--- config.mk ---
export PLATFORM = sky130hd
export DESIGN_NAME = terec_segmenter
export DESIGN_NICKNAME = d
export VERILOG_FILES = /design/src/rtl/terec_pkg.sv /design/src/rtl/terec_segmenter.sv
export SDC_FILE = /design/constraint.sdc
export NUM_CORES = 1
export LEC_CHECK = 0
export ABC_AREA = 1
export ABC_CLOCK_PERIOD_IN_PS = 9800
export BUFFER_PORTS_ARGS = -buffer_cell sky130_fd_sc_hd__buf_2
export CAP_MARGIN = 0
export CORE_AREA = 3 3 393 395
export DETAILED_ROUTE_END_ITERATION = 6
export DIE_AREA = 0 0 396 398
export PLACE_DENSITY = 0.38
export SYNTH_ARGS = -nofsm -noshare
export SYNTH_HDL_FRONTEND = slang
export SYNTH_SLANG_ARGS = --single-unit
--- constraint.sdc ---
create_clock -name vclk -period 9.8
set_input_delay 1.96 -clock vclk [all_inputs]
set_output_delay 1.96 -clock vclk [all_outputs]
set_load 0.03 [all_outputs]
--- src/rtl/terec_pkg.sv ---
// Package: shared constants, types and helper functions for the record encoder.
package terec_pkg;

   localparam int unsigned WordWidth   = 64;
   localparam int unsigned ByteWidth   = 8;
   localparam int unsigned CsrIdxWidth = 3;
   localparam int unsigned VarMaxBytes = 10;
   localparam int unsigned NumSegs     = 7;
   localparam int unsigned SegIdxWidth = 3;
   localparam int unsigned ByteIdxWidth = 4;

   localparam logic [CsrIdxWidth-1:0] CSR_TS_BASE     = 3'd0;
   localparam logic [CsrIdxWidth-1:0] CSR_BASE_FRAME  = 3'd1;
   localparam logic [CsrIdxWidth-1:0] CSR_SCOPE_CODE  = 3'd2;
   localparam logic [CsrIdxWidth-1:0] CSR_COUNT_CODE  = 3'd3;
   localparam logic [CsrIdxWidth-1:0] CSR_UTAG_CODE   = 3'd4;
   localparam logic [CsrIdxWidth-1:0] CSR_STAG_CODE   = 3'd5;
   localparam logic [CsrIdxWidth-1:0] CSR_RTAG_CODE   = 3'd6;

   // Segment kinds: one byte, a varint of a 64-bit value, or eight raw bytes.
   typedef enum logic [1:0] {
      SEG_NONE   = 2'd0,
      SEG_BYTE   = 2'd1,
      SEG_VARINT = 2'd2,
      SEG_RAW    = 2'd3
   } seg_kind_type;

   typedef struct packed {
      seg_kind_type         kind;
      logic [WordWidth-1:0] value;
   } seg_type;

   typedef struct packed {
      logic [63:0] timestamp_base;
      logic [63:0] base_frame;
      logic [1:0]  scope_type_code;
      logic [1:0]  counter_type_code;
      logic [7:0]  unsigned_tag_code;
      logic [7:0]  signed_tag_code;
      logic [7:0]  raw_tag_code;
   } csr_type;

   // One trace event record as it crosses the req_ channel, fields in order.
   typedef struct packed {
      logic [1:0]           record_type;
      logic [WordWidth-1:0] track_id;
      logic [WordWidth-1:0] frame_number;
      logic [WordWidth-1:0] begin_tick;
      logic [WordWidth-1:0] end_tick;
      logic [WordWidth-1:0] name_id;
      logic [WordWidth-1:0] counter_bits;
   } req_word_type;

   // One encoded byte as it leaves on the rsp_ channel.
   typedef struct packed {
      logic [ByteWidth-1:0] out_byte;
      logic                 last_byte;
   } rsp_word_type;

   // Number of bytes a varint of v takes, 1 to 10.
   function automatic logic [ByteIdxWidth-1:0] varint_len(input logic [WordWidth-1:0] v);
      logic [ByteIdxWidth-1:0] n;
      n = ByteIdxWidth'(1);
      for (int i = 1; i < VarMaxBytes; i++) begin
         if ((v >> (7 * i)) != '0) n = ByteIdxWidth'(i + 1);
      end
      return n;
   endfunction

   function automatic logic [ByteIdxWidth-1:0] seg_len(input seg_type s);
      logic [ByteIdxWidth-1:0] n;
      case (s.kind)
         SEG_NONE:   n = '0;
         SEG_BYTE:   n = ByteIdxWidth'(1);
         SEG_VARINT: n = varint_len(s.value);
         SEG_RAW:    n = ByteIdxWidth'(8);
         default:    n = '0;
      endcase
      return n;
   endfunction

endpackage

--- src/rtl/terec_segmenter.sv ---
// Segmenter: turns one record and the registers into a list of encoding segments.
module terec_segmenter import terec_pkg::*; (
   input  logic [1:0]           record_type,
   input  logic [WordWidth-1:0] track_id,
   input  logic [WordWidth-1:0] frame_number,
   input  logic [WordWidth-1:0] begin_tick,
   input  logic [WordWidth-1:0] end_tick,
   input  logic [WordWidth-1:0] name_id,
   input  logic [WordWidth-1:0] counter_bits,
   input  csr_type              csr,
   output seg_type              segs [NumSegs]
);
   logic [WordWidth-1:0] frame_delta, begin_delta, dur;
   logic                 is_scope, is_count, has_track;
   logic                 sgn;
   logic [10:0]          ex;
   logic [51:0]          man;
   logic [52:0]          full;
   logic [5:0]           e;
   logic [WordWidth-1:0] mag, frac_mask;
   logic                 exp_ok, integral;

   always_comb begin
      has_track   = track_id != '0;
      frame_delta = frame_number - csr.base_frame;
      begin_delta = (begin_tick >= csr.timestamp_base) ? begin_tick - csr.timestamp_base : '0;
      dur         = (end_tick >= begin_tick) ? end_tick - begin_tick : '0;
      is_scope    = record_type == csr.scope_type_code;
      is_count    = !is_scope && record_type == csr.counter_type_code;

      sgn  = counter_bits[63];
      ex   = counter_bits[62:52];
      man  = counter_bits[51:0];
      full = {1'b1, man};
      exp_ok = ex >= 11'd1023 && ex <= 11'd1086;
      e    = 6'(ex - 11'd1023);
      if (e >= 6'd52) begin
         mag       = WordWidth'(full) << (e - 6'd52);
         frac_mask = '0;
      end else begin
         mag       = WordWidth'(full) >> (6'd52 - e);
         frac_mask = (WordWidth'(1) << (6'd52 - e)) - WordWidth'(1);
      end
      integral = (WordWidth'(full) & frac_mask) == '0;

      segs[0] = '{SEG_BYTE, {61'd0, has_track, record_type}};
      segs[1] = has_track ? '{SEG_VARINT, track_id} : '{SEG_NONE, '0};
      segs[2] = '{SEG_VARINT, {frame_delta[62:0], 1'b0} ^ {WordWidth{frame_delta[63]}}};
      segs[3] = '{SEG_VARINT, begin_delta};
      segs[4] = '{SEG_VARINT, name_id};
      segs[5] = '{SEG_NONE, '0};
      segs[6] = '{SEG_NONE, '0};
      if (is_scope) begin
         segs[5] = '{SEG_VARINT, dur};
      end else if (is_count) begin
         if (counter_bits == '0) begin
            segs[5] = '{SEG_BYTE, {56'd0, csr.unsigned_tag_code}};
            segs[6] = '{SEG_VARINT, '0};
         end else if (exp_ok && integral && !sgn) begin
            segs[5] = '{SEG_BYTE, {56'd0, csr.unsigned_tag_code}};
            segs[6] = '{SEG_VARINT, mag};
         end else if (exp_ok && integral && (e <= 6'd62 || man == '0)) begin
            segs[5] = '{SEG_BYTE, {56'd0, csr.signed_tag_code}};
            segs[6] = '{SEG_VARINT, (mag << 1) - WordWidth'(1)};
         end else begin
            segs[5] = '{SEG_BYTE, {56'd0, csr.raw_tag_code}};
            segs[6] = '{SEG_RAW, counter_bits};
         end
      end
   end
endmodule

Word level (Yosys, flattened, before mapping)
Index checks and enable logic that the tools add are counted.

storage, ports and cells
  output and inout bits = 462
  input port bits = 542
  flip-flop bits (word level) = 0

operators by class
  eq/ne operators = 2
  order comparisons = 6
  add/sub/neg operators = 8
  reductions and logical operators = 12
  multiplexer cells = 11
  shifts and indexed selects = 3
  bitwise gates (word level) = 2

operator list
  kind                                                                     count
  132-bit two-way mux                                                      3
  64-bit two-way mux                                                       4
  66-bit two-way mux                                                       3
  64-bit subtractor                                                        3
  64-bit >= comparator                                                     2
  64-bit zero test                                                         2
  74-bit two-way mux                                                       1
  53-bit by 64-bit bitwise AND with 64-bit output                          1
  64-bit nonzero test                                                      1
  1-bit by 6-bit left shift with 64-bit output, first input constant       1
  53-bit by 6-bit left shift with 64-bit output                            1
  53-bit by 6-bit >> shifter with 64-bit output                            1
  64-bit by 1-bit subtractor with 64-bit output, second input constant     1
  64-bit by 2-bit subtractor with 64-bit output, second input constant     1
  64-bit bitwise XOR                                                       1
  52-bit zero test                                                         1
  6-bit subtractor, second input constant                                  2
  11-bit by 10-bit >= comparator with 1-bit output, second input constant  1
  11-bit <= comparator, second input constant                              1
  6-bit >= comparator, second input constant                               1
  6-bit <= comparator, second input constant                               1
  6-bit subtractor, first input constant                                   1
  1-bit logical AND                                                        5
  2-bit == test                                                            2
  2 further kinds                                                          3

Depth between registers and ports, before layout
  depth after elaboration = 14
  gate-level depth with buffers = 38
  gate-level depth less buffers = 34

Worst setup path after synthesis
OpenSTA, ideal clock, no wires.

  kind = input-to-output
  from = input port counter_bits[52]
  to = output port segs[55] in the netlist's numbering
  arrival = 6,629 ps
  path slack = 1,211 ps
  stages = 37
  data required time = 7,840 ps
  buffers on the path = 6
  cells stage by stage = ha_1 -> inv_2 -> nand2_1 -> nand2_2 -> inv_1 -> clkbuf_1 -> clkbuf_1 -> ha_1 -> a21oi_1 -> nand3_1 -> nand2_1 -> inv_1 -> buf_2 -> nor2_1 -> nand2_1 -> ha_1 -> nand3_1 -> nor2_2 -> inv_2 -> nor2_2 -> nand2_1 -> nand3_1 -> nand2_1 -> nor2_1 -> nand2_1 -> nor2_1 -> nand2_1 -> nor2_1 -> nand3_1 -> nand2_2 -> buf_6 -> nand3_4 -> buf_6 -> nand2_4 -> buf_6 -> nor2_1 -> nor3b_1

RTL lines
  what         RTL line               source
  from (decl)  terec_segmenter.sv:9   input logic [WordWidth-1:0] counter_bits,
  to (decl)    terec_segmenter.sv:11  output seg_type segs [NumSegs]

==> metrics.cfg <==
[outcome]
status=complete, no violations

[logic_synthesis]
synth_top_family_by_area=simple AND/OR/NAND/NOR gates
synth-simple-area-share=0.388
synth-xor-area-share=0.0822
synthCells=5465
synth_cell_types=60
yosysSeqAreaShare=0
synth-compound-area-share=0.232
yosys_warnings=0
synth_mux_area_frac=0.0166
syn_avg_cell_area_um2=5.07
synth_area_um2=27700
yosys.area_share.adder=0.0939

[routing]
via_per_inst=4.80
drc_errors=0
routedWlPerCell_um=26.3
wl_um=218000
num_vias=39600
dr.pass1.iters=6
antenna_left=0
drtIter0Drc=4226

[timing]
worst_pin_slew_ps=1190
min_period_over_period=0.974
slew_viol_final=0
finalSetupViolCount=0
grt_setup_unrepaired=no
setup_tns_ps=0
relSlewSlack=0.202
fmax_mhz=105
post-route-min-period_ps=9550
report.final.hold_viol_count=0

[critical_path]
crit_required_ps=7840
path_cells=buf_2 -> buf_4 -> inv_1 -> ha_1 -> buf_4 -> buf_4 -> o21ai_0 -> mux2i_1 -> o21ai_0 -> o21ai_1 -> o22ai_1 -> nor2_1 -> nand2_1 -> nor2_1 -> nand2_1 -> nor2_1 -> xor2_1 -> nor2_1 -> nor3_2 -> buf_4 -> buf_2
cp_slowest_stage_delay_ps=620
crit_buf_inv=7
critical_path_class=in2out
cpMaxStageDelayCell=o21ai_1
crit_arrival_ps=7590
start_kind=input port
path_max_fanout=24
endpoint_kind=output pin
crit_family=simple AND/OR/NAND/NOR gates

[placed_design]
dpl-instance-area_um2=34500
portBuffers=806
gp_congestion=1.01
hpwl_um=196000

[global_routing]
grt_max_degree=139
first_global_vias=38200
grt_pass1_wl_um=292000
grtUsageTotal=0.258
grt_antenna_before_repair=45
overflow=0

[cts]
ctsResizeCount=10
hold_buffers=0
postCtsSetupRepairBufs=0

[cells_and_area]
seq_cell_count=0
syn2layout_area_growth_pct=25.3
nets=6959
fillers=18300
multiInputGateArea_um2=22900
drive_above_1_share=0.188
clock_buffer_count=0
design_area_um2=34700
regArea_um2=0
layout_commonest_cell=nand2_1
most-common-layout-cells=nand2_1 (1346), buf_2 (801), inv_1 (800), nor2_1 (722), o21ai_0 (481)
post-route-util=0.229

[floorplan]
die_h_um=398
row_count=143
io_pins=1004
dieArea_um2=158000
coreArea_um2=152000
fp.dieW_um=396
start_util=0.183

[worst_hold_path]
hold_path.class=in2out

[run]
cap_violations=0

synth_stat cells (all sizes together):
cell / instances / area (um2)
a21oi: 368 / 1840
a31o: 1 / 8.76
ha: 203 / 2540
o211ai: 58 / 445
nand3b: 7 / 52.6
a311oi: 2 / 17.5
xnor2: 98 / 858
o221a: 1 / 11.3
nor3: 67 / 335
a21o: 7 / 52.6
inv: 813 / 3050
clkbuf: 149 / 559
nand3: 267 / 1360
conb: 2 / 7.51
o2111ai: 7 / 61.3
o31a: 1 / 8.76
or4: 1 / 7.51
nor2: 746 / 2870
nand2: 1363 / 5170
o31ai: 3 / 22.5
or2: 31 / 194
o21bai: 11 / 82.6
o21a: 34 / 255
nand4: 62 / 388
buf: 232 / 1560
xor2: 162 / 1420
o311ai: 3 / 26.3
nor3b: 7 / 62.6
mux2i: 46 / 460
and2: 4 / 25.0
o221ai: 12 / 105
a221oi: 6 / 52.6
o21ai: 499 / 2500
and3: 5 / 31.3
a31oi: 87 / 544
fa: 3 / 60.1
o22ai: 19 / 119
a21boi: 21 / 158
a22oi: 3 / 22.5
a221o: 1 / 10.0
a211oi: 7 / 52.6
clkinv: 3 / 11.3
or3: 2 / 12.5
nor4: 37 / 231
a2111oi: 4 / 35.0
metal layers:
layer / share of wire / wire [um] / track usage
met1: 0.42 / 91000 / 0.328
met2: 0.47 / 103000 / 0.444
met3: 0.068 / 14700 / 0.0368
met4: 0.042 / 9100 / 0.0894
met5: 0.00063 / 138 / 0
metrics by stage:
stage / std cells / setup slack [ps] / hold WS (ps)
CTS: 8239 / 3.40 / 3920
detailed placement: 8239 / -166 / 3920
global route: 8242 / 4.86 / 3920
finish: 8260 / 251 / 3920
floorplan: 5533 / 1210 / 4050
global placement: 8239 / -334 / 3920
area by class of cell:
cell class / instances / area share
diodes: 21 / 0.00151
inverters: 816 / 0.0885
multi-input cells: 4336 / 0.660
well taps: 2030 / 0.0732
repair buffers: 1057 / 0.177
kinds of logic (layout without fill, tap and decap cells):
logic type / count (synthesis) / in the layout
AOI/OAI and AO/OA: 1155 / 1155
and+or+nand+nor: 2599 / 2599
xor gates and xnor gates: 260 / 260
other: 2 / 91
adders and majority gates: 206 / 206
muxes: 46 / 46
buffers and inverters: 1197 / 1873
worst paths after layout:
| check | from | endpoint | slack (ps) | cells after the start |
|---|---|---|---|---|
| worst max-delay path | counter_bits[53] | segs[28] | 250 | 21 |
| worst min-delay path | name_id[2] | segs[134] | 3920 | 0 |
